## src/asfr_pkg.sv

```systemverilog
// ----------------------------------------------------------------------------
// asfr_pkg
// shared constants and controller/datapath signal groups of the frame receiver
// ----------------------------------------------------------------------------
package asfr_pkg;

  // payload store depth and emitted run limit
  localparam int PayloadDepth = 16;
  localparam int MaxEmit      = 16;
  localparam int EmitLimit    = (PayloadDepth < MaxEmit) ? PayloadDepth : MaxEmit;
  localparam int AddrW        = $clog2(PayloadDepth);
  localparam int IdxW         = (EmitLimit > 1) ? $clog2(EmitLimit) : 1;
  localparam int CntW         = $clog2(EmitLimit + 1);

  // header layout
  localparam int HeaderBytes  = 5;
  localparam logic [15:0] HdrAddrPos = 16'd1;
  localparam logic [15:0] HdrFuncPos = 16'd2;
  localparam logic [15:0] HdrLenLoPos = 16'd3;
  localparam logic [15:0] HdrLenHiPos = 16'(HeaderBytes - 1);

  // configuration register indexes
  localparam int CfgIdxW = 3;
  localparam logic [CfgIdxW-1:0] RegNodeAddress      = 3'd0;
  localparam logic [CfgIdxW-1:0] RegBroadcastAddress = 3'd1;
  localparam logic [CfgIdxW-1:0] RegStartByte        = 3'd2;
  localparam logic [CfgIdxW-1:0] RegMuteTicks        = 3'd3;

  // input command codes
  localparam logic CmdByte = 1'b0;
  localparam logic CmdTick = 1'b1;

  typedef struct packed {
    logic hdr_open;   // start byte seen, header position becomes one
    logic hdr_store;  // header byte at the current position
    logic pay_store;  // payload byte at the current position
    logic count_clr;  // byte position back to zero
    logic mute_open;  // foreign frame, restart the mute counter
    logic mute_tick;  // one mute timer tick
    logic emit_next;  // current result word taken
  } ctrl_cmd_t;

  typedef struct packed {
    logic start_match;
    logic hdr_last;
    logic addr_match;
    logic pay_more;
    logic mute_done;
    logic emit_last;
  } ctrl_sts_t;

endpackage

```

## src/asfr_in_if.sv

```systemverilog
// ----------------------------------------------------------------------------
// asfr_in_if
// input channel: one bus byte or one mute timer tick per word
// ----------------------------------------------------------------------------
interface asfr_in_if;
  logic       valid;
  logic       ready;
  logic       cmd;
  logic [7:0] rx_byte;

  modport source (output valid, output cmd, output rx_byte, input ready);
  modport sink   (input valid, input cmd, input rx_byte, output ready);
endinterface

```

## src/asfr_out_if.sv

```systemverilog
// ----------------------------------------------------------------------------
// asfr_out_if
// output channel: one stored payload byte of a closed frame per word
// ----------------------------------------------------------------------------
interface asfr_out_if;
  logic        valid;
  logic        ready;
  logic [7:0]  out_function;
  logic [15:0] out_length;
  logic [3:0]  byte_index;
  logic [7:0]  payload_byte;
  logic        byte_valid;
  logic        truncated;
  logic        last;

  modport source (output valid, output out_function, output out_length,
                  output byte_index, output payload_byte, output byte_valid,
                  output truncated, output last, input ready);
  modport sink   (input valid, input out_function, input out_length,
                  input byte_index, input payload_byte, input byte_valid,
                  input truncated, input last, output ready);
endinterface

```

## src/addressed_serial_frame_receiver_unit.sv

```systemverilog
// ----------------------------------------------------------------------------
// addressed_serial_frame_receiver_unit
// address filtered serial frame receiver with mute after foreign frames
// ----------------------------------------------------------------------------
// usage
//   in_i carries one word per bus byte (cmd 0) or mute timer tick (cmd 1);
//   out_o carries one word per stored payload byte of a closed frame
//   a frame is start byte, address, function, length low, length high,
//   then length payload bytes and one closing byte whose value is unused
//   every input word is taken while no result run is pending
//   the closing byte starts a run of min(length, 16) words (one word with
//   byte_valid low for an empty payload), the first in the next cycle and then
//   one per cycle while out_o.ready is high; the run is paced by out_o.ready,
//   and in_i.ready is low meanwhile
//   a stall on out_o holds the current word and keeps in_i blocked
//   foreign frames mute the receiver: bytes are dropped until mute_ticks
//   ticks arrive (a zero setting gives sixteen ticks)
//   cfg_we_i writes register cfg_idx_i (0 node, 1 broadcast, 2 start byte,
//   3 mute ticks); other indexes are ignored
//   reset returns to idle with default registers; there is no clearing pass,
//   each emitted byte is written by its own frame before it is read
// ----------------------------------------------------------------------------
module addressed_serial_frame_receiver_unit (
  input  logic                         clk_i,
  input  logic                         rst_ni,
  input  logic                         cfg_we_i,
  input  logic [asfr_pkg::CfgIdxW-1:0] cfg_idx_i,
  input  logic [7:0]                   cfg_data_i,
  asfr_in_if.sink                      in_i,
  asfr_out_if.source                   out_o
);

  asfr_pkg::ctrl_cmd_t ctrl_cmd;
  asfr_pkg::ctrl_sts_t ctrl_sts;

  // controller: frame phases and both handshakes
  asfr_ctrl u_ctrl (
    .clk_i       (clk_i),
    .rst_ni      (rst_ni),
    .in_valid_i  (in_i.valid),
    .in_cmd_i    (in_i.cmd),
    .in_ready_o  (in_i.ready),
    .out_valid_o (out_o.valid),
    .out_ready_i (out_o.ready),
    .sts_i       (ctrl_sts),
    .cmd_o       (ctrl_cmd)
  );

  // datapath: registers, counters, payload store and result fields
  asfr_dp u_dp (
    .clk_i          (clk_i),
    .rst_ni         (rst_ni),
    .cfg_we_i       (cfg_we_i),
    .cfg_idx_i      (cfg_idx_i),
    .cfg_data_i     (cfg_data_i),
    .rx_byte_i      (in_i.rx_byte),
    .cmd_i          (ctrl_cmd),
    .sts_o          (ctrl_sts),
    .out_function_o (out_o.out_function),
    .out_length_o   (out_o.out_length),
    .byte_index_o   (out_o.byte_index),
    .payload_byte_o (out_o.payload_byte),
    .byte_valid_o   (out_o.byte_valid),
    .truncated_o    (out_o.truncated),
    .last_o         (out_o.last)
  );

endmodule

```

## src/asfr_ram.sv

```systemverilog
// ----------------------------------------------------------------------------
// asfr_ram
// generic single write port ram with registered read
// ----------------------------------------------------------------------------
module asfr_ram #(
  parameter int Width = 8,
  parameter int Depth = 16
) (
  input  logic                     clk_i,
  input  logic                     we_i,
  input  logic [$clog2(Depth)-1:0] waddr_i,
  input  logic [Width-1:0]         wdata_i,
  input  logic [$clog2(Depth)-1:0] raddr_i,
  output logic [Width-1:0]         rdata_o
);

  logic [Width-1:0] mem_q [Depth];

  always_ff @(posedge clk_i) begin
    if (we_i) begin
      mem_q[waddr_i] <= wdata_i;
    end
    rdata_o <= mem_q[raddr_i];
  end

endmodule

```

## src/asfr_ctrl.sv

```systemverilog
// ----------------------------------------------------------------------------
// asfr_ctrl
// frame state machine: idle, header, payload, mute and result run
// ----------------------------------------------------------------------------
module asfr_ctrl (
  input  logic                 clk_i,
  input  logic                 rst_ni,
  input  logic                 in_valid_i,
  input  logic                 in_cmd_i,
  output logic                 in_ready_o,
  output logic                 out_valid_o,
  input  logic                 out_ready_i,
  input  asfr_pkg::ctrl_sts_t  sts_i,
  output asfr_pkg::ctrl_cmd_t  cmd_o
);

  localparam logic [2:0] StIdle    = 3'd0;
  localparam logic [2:0] StHeader  = 3'd1;
  localparam logic [2:0] StPayload = 3'd2;
  localparam logic [2:0] StMute    = 3'd3;
  localparam logic [2:0] StEmit    = 3'd4;

  logic [2:0] state_q, state_d;
  logic       in_fire, is_byte, is_tick;

  assign in_ready_o  = (state_q != StEmit);
  assign out_valid_o = (state_q == StEmit);
  assign in_fire     = in_valid_i && in_ready_o;
  assign is_byte     = in_fire && (in_cmd_i == asfr_pkg::CmdByte);
  assign is_tick     = in_fire && (in_cmd_i == asfr_pkg::CmdTick);

  always_comb begin
    state_d = state_q;
    cmd_o   = '0;
    case (state_q)
      StIdle: begin
        if (is_byte && sts_i.start_match) begin
          cmd_o.hdr_open = 1'b1;
          state_d        = StHeader;
        end
      end
      StHeader: begin
        if (is_byte) begin
          cmd_o.hdr_store = 1'b1;
          if (sts_i.hdr_last) begin
            if (sts_i.addr_match) begin
              state_d = StPayload;
            end else begin
              cmd_o.mute_open = 1'b1;
              state_d         = StMute;
            end
          end
        end
      end
      StPayload: begin
        if (is_byte) begin
          if (sts_i.pay_more) begin
            cmd_o.pay_store = 1'b1;
          end else begin
            // closing byte, value unused
            cmd_o.count_clr = 1'b1;
            state_d         = StEmit;
          end
        end
      end
      StMute: begin
        if (is_tick) begin
          cmd_o.mute_tick = 1'b1;
          if (sts_i.mute_done) begin
            cmd_o.count_clr = 1'b1;
            state_d         = StIdle;
          end
        end
      end
      StEmit: begin
        if (out_ready_i) begin
          cmd_o.emit_next = 1'b1;
          if (sts_i.emit_last) begin
            state_d = StIdle;
          end
        end
      end
      default: begin
        state_d = StIdle;
      end
    endcase
  end

  always_ff @(posedge clk_i or negedge rst_ni) begin
    if (!rst_ni) begin
      state_q <= StIdle;
    end else begin
      state_q <= state_d;
    end
  end

endmodule

```

## src/asfr_dp.sv

```systemverilog
// ----------------------------------------------------------------------------
// asfr_dp
// frame datapath: config registers, header fields, counters, payload store
// ----------------------------------------------------------------------------
module asfr_dp (
  input  logic                                clk_i,
  input  logic                                rst_ni,
  input  logic                                cfg_we_i,
  input  logic [asfr_pkg::CfgIdxW-1:0]        cfg_idx_i,
  input  logic [7:0]                          cfg_data_i,
  input  logic [7:0]                          rx_byte_i,
  input  asfr_pkg::ctrl_cmd_t                 cmd_i,
  output asfr_pkg::ctrl_sts_t                 sts_o,
  output logic [7:0]                          out_function_o,
  output logic [15:0]                         out_length_o,
  output logic [3:0]                          byte_index_o,
  output logic [7:0]                          payload_byte_o,
  output logic                                byte_valid_o,
  output logic                                truncated_o,
  output logic                                last_o
);

  logic [7:0]  node_addr_q, bcast_addr_q, start_byte_q;
  logic [3:0]  mute_ticks_q;
  logic [15:0] count_q, count_d;
  logic [7:0]  hdr_addr_q, hdr_func_q;
  logic [15:0] len_q;
  logic [3:0]  mute_cnt_q, mute_cnt_d, mute_cnt_inc;
  logic [asfr_pkg::IdxW-1:0] idx_q, idx_d;
  logic [asfr_pkg::CntW-1:0] emit_n, idx_plus;
  logic        over_limit;
  logic        ram_we;
  logic [7:0]  ram_rdata;

  // configuration registers
  always_ff @(posedge clk_i or negedge rst_ni) begin
    if (!rst_ni) begin
      node_addr_q  <= 8'd1;
      bcast_addr_q <= 8'd255;
      start_byte_q <= 8'd58;
      mute_ticks_q <= 4'd4;
    end else if (cfg_we_i) begin
      case (cfg_idx_i)
        asfr_pkg::RegNodeAddress:      node_addr_q  <= cfg_data_i;
        asfr_pkg::RegBroadcastAddress: bcast_addr_q <= cfg_data_i;
        asfr_pkg::RegStartByte:        start_byte_q <= cfg_data_i;
        asfr_pkg::RegMuteTicks:        mute_ticks_q <= cfg_data_i[3:0];
        default: ;
      endcase
    end
  end

  // status toward the controller
  assign mute_cnt_inc      = mute_cnt_q + 4'd1;
  assign over_limit        = (len_q > 16'(asfr_pkg::EmitLimit));
  assign emit_n            = over_limit ? asfr_pkg::CntW'(asfr_pkg::EmitLimit)
                                        : asfr_pkg::CntW'(len_q);
  assign idx_plus          = asfr_pkg::CntW'(idx_q) + asfr_pkg::CntW'(1);

  assign sts_o.start_match = (rx_byte_i == start_byte_q);
  assign sts_o.hdr_last    = (count_q == asfr_pkg::HdrLenHiPos);
  assign sts_o.addr_match  = (hdr_addr_q == node_addr_q) || (hdr_addr_q == bcast_addr_q);
  assign sts_o.pay_more    = (count_q < len_q);
  assign sts_o.mute_done   = (mute_cnt_inc == mute_ticks_q);
  assign sts_o.emit_last   = (emit_n == '0) || (idx_plus == emit_n);

  // byte position within header or payload
  always_comb begin
    count_d = count_q;
    if (cmd_i.hdr_open) begin
      count_d = 16'd1;
    end else if (cmd_i.hdr_store) begin
      count_d = sts_o.hdr_last ? 16'd0 : count_q + 16'd1;
    end else if (cmd_i.pay_store) begin
      count_d = count_q + 16'd1;
    end else if (cmd_i.count_clr) begin
      count_d = 16'd0;
    end
  end

  // mute counter, wraps at four bits
  always_comb begin
    mute_cnt_d = mute_cnt_q;
    if (cmd_i.mute_open) begin
      mute_cnt_d = 4'd0;
    end else if (cmd_i.mute_tick) begin
      mute_cnt_d = sts_o.mute_done ? 4'd0 : mute_cnt_inc;
    end
  end

  // result index, read address runs one ahead on each taken word
  always_comb begin
    idx_d = idx_q;
    if (cmd_i.emit_next) begin
      idx_d = sts_o.emit_last ? '0 : asfr_pkg::IdxW'(idx_plus);
    end
  end

  always_ff @(posedge clk_i or negedge rst_ni) begin
    if (!rst_ni) begin
      count_q    <= 16'd0;
      hdr_addr_q <= 8'd0;
      hdr_func_q <= 8'd0;
      len_q      <= 16'd0;
      mute_cnt_q <= 4'd0;
      idx_q      <= '0;
    end else begin
      count_q    <= count_d;
      mute_cnt_q <= mute_cnt_d;
      idx_q      <= idx_d;
      if (cmd_i.hdr_store) begin
        case (count_q)
          asfr_pkg::HdrAddrPos:  hdr_addr_q  <= rx_byte_i;
          asfr_pkg::HdrFuncPos:  hdr_func_q  <= rx_byte_i;
          asfr_pkg::HdrLenLoPos: len_q[7:0]  <= rx_byte_i;
          asfr_pkg::HdrLenHiPos: len_q[15:8] <= rx_byte_i;
          default: ;
        endcase
      end
    end
  end

  // payload store, bytes beyond the depth are dropped
  assign ram_we = cmd_i.pay_store && (count_q < 16'(asfr_pkg::PayloadDepth));

  asfr_ram #(
    .Width (8),
    .Depth (asfr_pkg::PayloadDepth)
  ) u_store (
    .clk_i   (clk_i),
    .we_i    (ram_we),
    .waddr_i (count_q[asfr_pkg::AddrW-1:0]),
    .wdata_i (rx_byte_i),
    .raddr_i (asfr_pkg::AddrW'(idx_d)),
    .rdata_o (ram_rdata)
  );

  // result word fields
  assign out_function_o = hdr_func_q;
  assign out_length_o   = len_q;
  assign byte_index_o   = 4'(idx_q);
  assign byte_valid_o   = (emit_n != '0);
  assign payload_byte_o = byte_valid_o ? ram_rdata : 8'd0;
  assign truncated_o    = over_limit;
  assign last_o         = sts_o.emit_last;

endmodule
```

## src/flat_wrapper.sv

```systemverilog
// flat-port wrapper written by rule: the top's interface ports become plain ports
module addressed_serial_frame_receiver_unit_flat 
  (clk_i, rst_ni, cfg_we_i, cfg_idx_i, cfg_data_i, in_i_valid, in_i_cmd, in_i_rx_byte, in_i_ready, out_o_valid, out_o_out_function, out_o_out_length, out_o_byte_index, out_o_payload_byte, out_o_byte_valid, out_o_truncated, out_o_last, out_o_ready);
  asfr_in_if in_i_i ();
  asfr_out_if out_o_i ();
  input  logic clk_i;
  input  logic rst_ni;
  input  logic cfg_we_i;
  input  logic [asfr_pkg::CfgIdxW-1:0] cfg_idx_i;
  input  logic [7:0] cfg_data_i;
  input wire logic [$bits(in_i_i.valid)-1:0] in_i_valid;
  input wire logic [$bits(in_i_i.cmd)-1:0] in_i_cmd;
  input wire logic [$bits(in_i_i.rx_byte)-1:0] in_i_rx_byte;
  output wire logic [$bits(in_i_i.ready)-1:0] in_i_ready;
  output wire logic [$bits(out_o_i.valid)-1:0] out_o_valid;
  output wire logic [$bits(out_o_i.out_function)-1:0] out_o_out_function;
  output wire logic [$bits(out_o_i.out_length)-1:0] out_o_out_length;
  output wire logic [$bits(out_o_i.byte_index)-1:0] out_o_byte_index;
  output wire logic [$bits(out_o_i.payload_byte)-1:0] out_o_payload_byte;
  output wire logic [$bits(out_o_i.byte_valid)-1:0] out_o_byte_valid;
  output wire logic [$bits(out_o_i.truncated)-1:0] out_o_truncated;
  output wire logic [$bits(out_o_i.last)-1:0] out_o_last;
  input wire logic [$bits(out_o_i.ready)-1:0] out_o_ready;
  assign in_i_i.valid = in_i_valid;
  assign in_i_i.cmd = in_i_cmd;
  assign in_i_i.rx_byte = in_i_rx_byte;
  assign in_i_ready = in_i_i.ready;
  assign out_o_valid = out_o_i.valid;
  assign out_o_out_function = out_o_i.out_function;
  assign out_o_out_length = out_o_i.out_length;
  assign out_o_byte_index = out_o_i.byte_index;
  assign out_o_payload_byte = out_o_i.payload_byte;
  assign out_o_byte_valid = out_o_i.byte_valid;
  assign out_o_truncated = out_o_i.truncated;
  assign out_o_last = out_o_i.last;
  assign out_o_i.ready = out_o_ready;
  addressed_serial_frame_receiver_unit u_core (.clk_i(clk_i), .rst_ni(rst_ni), .cfg_we_i(cfg_we_i), .cfg_idx_i(cfg_idx_i), .cfg_data_i(cfg_data_i), .in_i(in_i_i), .out_o(out_o_i));
endmodule
```

## config.mk

```make
export PLATFORM = sky130hd
export DESIGN_NAME = addressed_serial_frame_receiver_unit_flat
export DESIGN_NICKNAME = d
export VERILOG_FILES = /design/src/asfr_pkg.sv /design/src/asfr_in_if.sv /design/src/asfr_out_if.sv /design/src/addressed_serial_frame_receiver_unit.sv /design/src/asfr_ram.sv /design/src/asfr_ctrl.sv /design/src/asfr_dp.sv /design/src/flat_wrapper.sv
export SDC_FILE = /design/constraint.sdc
export NUM_CORES = 1
export LEC_CHECK = 0
export BUFFER_PORTS_ARGS = -buffer_cell sky130_fd_sc_hd__buf_4
export CORE_MARGIN = 1
export CORE_UTILIZATION = 60
export DETAILED_ROUTE_END_ITERATION = 10
export GPL_TIMING_DRIVEN = 0
export PLACE_DENSITY = 0.78
export REMOVE_ABC_BUFFERS = 1
export SETUP_SLACK_MARGIN = 0.2
export SKIP_CTS_REPAIR_TIMING = 1
export SLEW_MARGIN = 5
export SYNTH_ARGS = -nofsm -noshare
export SYNTH_HDL_FRONTEND = slang
export SYNTH_SLANG_ARGS = --single-unit
```

## constraint.sdc

```tcl
create_clock -name clk_i -period 5.1 [get_ports clk_i]
set_input_delay 1.02 -clock clk_i [delete_from_list [all_inputs] [get_ports clk_i]]
set_output_delay 1.02 -clock clk_i [all_outputs]
set_load 0.01 [all_outputs]
```

==> summary.txt <==
Status
  • Status: finished, final reports clean

Setup path
  • R2r setup slk: 0.52 ns
  • Buf/Inv on CP: 1
  • Worst endpoint required time: 5.46 ns
  • Crit path max-delay cell type: nand2_1
  • Crit path depth: 8
  • R2R depth: 8
  • Delay-heaviest family, CP: simple AND/OR/NAND/NOR gates
  • CP max FO: 33
  • Arr. time, crit path: 4.94 ns
  • Most frequent CP cell: nand2_1
  • Worst-path cell chain: nor3_1 -> nand2_1 -> nand2_1 -> o21a_4 -> inv_4 -> mux2_1 -> o211ai_1 -> nand4_1
  • Worst Setup Path Type: register to register
  • CP Capture Type: register
  • Slowest Stage Delay on Critical Path: 1.00 ns
  • Startpoint Class: register

Logic synthesis
  • Number of library cell types mapped by synthesis: 61
  • Number of flops mapped to enable cells by yosys: 128
  • Post-synth ARST share: 39.01%
  • Mean area per synthesized cell: 12.78 um2
  • Main synth FF type: edfxtp_1
  • Sequential area share after synthesis: 59.14%
  • Yosys warns: 0
  • Gate count of the mapped netlist: 820
  • Synthesized flop and latch total: 223
  • Cell Area, Synth: 10480 um2

Floorplanning
  • Core Region: 16820 um2
  • Number of I/O pins: 66
  • Starting Density: 62.32%
  • Die footprint: 18000 um2
  • Chip height: 134.2 um
  • Die X: 134.2 um
  • # rows: 47

Drt
  • Post-route ant nets: 0
  • Via count: 7042
  • DRC: 0
  • Pre-antenna DRT Iters: 5
  • WL/cell: 21.33 um
  • DRT Wirelength: 23660 um
  • Via-per-instance ratio: 6.350
  • DR iter-0 viols: 559

Timing
  • Final Critical Period: 4.581 ns
  • Final Hold Fails: 0
  • RSZ-0062 raised after global routing: false
  • Worst Skew: 0.01040 ns
  • Endpoints failing setup: 0
  • Worst Tran Pin Value: 1.228 ns
  • Fin. max-slew vios: 0
  • Fmax: 0.2183 GHz
  • Period utilisation layout: 89.82%
  • Max_slew headroom: 17.90%
  • Setup_tns: 0 ns
  • Fin worst setup slack: 0.5193 ns

Final layout
  • Commonest cells after routing, fill and taps aside: 128 x edfxtp_1, 97 x o211ai_1, 73 x dfrtp_1
  • Area Growth Syn to Fin: 13.33%
  • Share of post-route cells with drive strength above 1: 23.40%
  • Layout net count: 920
  • Fillcell total: 1170
  • Number of antenna diodes: 0
  • Commonest non-fill, non-tap cell in the layout: edfxtp_1

GRT
  • Antenna violations before repair: 0
  • Largest net degree at the start of global routing: 88
  • GR Util All Layers: 27.15%
  • First-pass GRT wire length: 37680 um
  • Vias in the first global route: 7152
  • GRT overflow: 0

Clock network
  • Root buf cell: clkbuf_16
  • CTS clk-pin slew, worst paths: 0.06 ns
  • CTS sink cnt: 223
  • Clock latency on the worst-skew pair: 0.50 ns
  • Num CTS Buffers: 23
  • Clock Path Buffers: 3
  • H-Tree Depth: 1
  • CTS tree: done

Pwr
  • Cell Pwr Density: 471.6 nW/um2
  • Worst IR Drop VDD: 0.3277 mV
  • Leak Pwr: 0.004636 uW
  • Power Total: 5602 uW

Placed design
  • Gpl congestion: 0.8497
  • Place WS: 0.3533 ns
  • PortBufs: 65
  • HPWL Detailed: 15480 um

Worst hold path
  • Min-Delay Path Depth: 1
  • Min-Delay Path Class: register to register

Run
  • Max-capacitance violation count: 0
[power breakdown]
| part | switching, uW | total (uW) | leakage, uW | internal [uW] |
|---|---|---|---|---|
| Clock | 659 | 1590 | 0.000342 | 936 |
| Combinational | 847 | 1620 | 0.00198 | 768 |
| Sequential | 247 | 2390 | 0.00232 | 2140 |
[synth_stat cells (7+ instances only)]
| library cell | n | area [um2] |
|---|---|---|
| a21oi_1 | 28 | 140.1 |
| a221o_1 | 12 | 120.1 |
| and2_1 | 13 | 81.33 |
| and3_1 | 10 | 62.56 |
| clkbuf_1 | 29 | 108.9 |
| dfrtp_1 | 73 | 1827 |
| dfstp_2 | 14 | 367.9 |
| dfxtp_1 | 8 | 160.2 |
| edfxtp_1 | 128 | 3844 |
| ha_1 | 21 | 262.8 |
| inv_1 | 56 | 210.2 |
| mux2_1 | 21 | 236.5 |
| mux2_2 | 71 | 799.5 |
| nand2_1 | 27 | 101.4 |
| nand3_1 | 19 | 95.09 |
| nand4_1 | 16 | 100.1 |
| nor2_1 | 32 | 120.1 |
| nor2b_1 | 9 | 56.30 |
| nor3_1 | 7 | 35.03 |
| nor4_1 | 8 | 50.05 |
| o211ai_1 | 97 | 728.2 |
| or3_1 | 8 | 50.05 |
| xnor2_1 | 13 | 113.9 |
| xor2_1 | 21 | 183.9 |
[routing by layer]
layer | part of all wire, % | GRT usage (%)
met3 | 5.4 | 3.741
met5 | 0 | 0
met4 | 3.0 | 10.42
met1 | 41 | 34.86
met2 | 50 | 46.92
[state kept, by name, summed over array words and instances, names as in the netlist]
| name | count |
|---|---|
| u_core.u_dp.out_function_o | 8 |
| u_core.u_ctrl.state_q | 3 |
| u_core.u_dp.out_length_o | 16 |
| u_core.u_dp.count_q | 16 |
| u_core.u_dp.hdr_addr_q | 8 |
| u_core.u_dp.u_store.mem_q | 128 |
| u_core.u_dp.start_byte_q | 8 |
| u_core.u_dp.mute_ticks_q | 4 |
| u_core.u_dp.bcast_addr_q | 8 |
| u_core.u_dp.byte_index_o | 4 |
| u_core.u_dp.mute_cnt_q | 4 |
| u_core.u_dp.node_addr_q | 8 |
| u_core.u_dp.u_store.rdata_o | 8 |
[path summary, 6_finish.rpt]
path / startpoint / endpoint
setup / recovery: u_core.u_ctrl.state_q[0] / u_core.u_dp.u_store.rdata_o[6]
hold / removal: u_core.u_dp.out_function_o[6] / u_core.u_dp.out_function_o[6]
setup reg to reg: u_core.u_ctrl.state_q[0] / u_core.u_dp.u_store.rdata_o[6]
hold reg to reg: u_core.u_dp.out_function_o[6] / u_core.u_dp.out_function_o[6]
max in group asynchronous: rst_ni / u_core.u_dp.count_q[2]
min in group asynchronous: rst_ni / u_core.u_dp.start_byte_q[0]
[worst register-to-register path: stages (launching register included)]
cell and delay [ns]:
dfrtp_1 0.51, nor3_1 0.90, nand2_1 0.36, nand2_1 1.00
o21a_4 0.54, inv_4 0.30, mux2_1 0.39, o211ai_1 0.27
nand4_1 0.17
[kinds of logic after synthesis]
family | after synthesis | share of synthesized area, %
compound gates | 170 | 12.02
xor+xnor | 34 | 2.841
fa+ha+maj | 21 | 2.507
buf+inv | 100 | 3.939
flops | 223 | 59.14
mux | 94 | 10.08
simple gates | 178 | 9.478
[cell type report]
cell class / count / area (um2) / share of cell area, %
Sequential cell: 223 / 6198 / 52.18
Tap cell: 220 / 275.3 / 2.317
Inverter: 59 / 224.0 / 1.885
Clock inverter: 7 / 61.31 / 0.5161
Clock buffer: 33 / 653.1 / 5.498
Timing Repair Buffer: 70 / 558.0 / 4.698
Multi-Input combinational cell: 497 / 3909 / 32.90
[per-stage QoR]
stage / hold WS (ns) / instances / instance area (um2) / util [%]
6_report: 0.5080 / 1109 / 11880 / 70.63
2_1_floorplan: 0.4998 / 779 / 10290 / -
3_3_place_gp: 0.4932 / 1064 / 11060 / 65.73
5_1_grt: 0.5417 / 1109 / 11880 / 70.63
4_1_cts: 0.5101 / 1109 / 11860 / 70.52
3_5_place_dp: 0.4969 / 1069 / 11150 / 66.27
(Power assumes the default switching activity.)
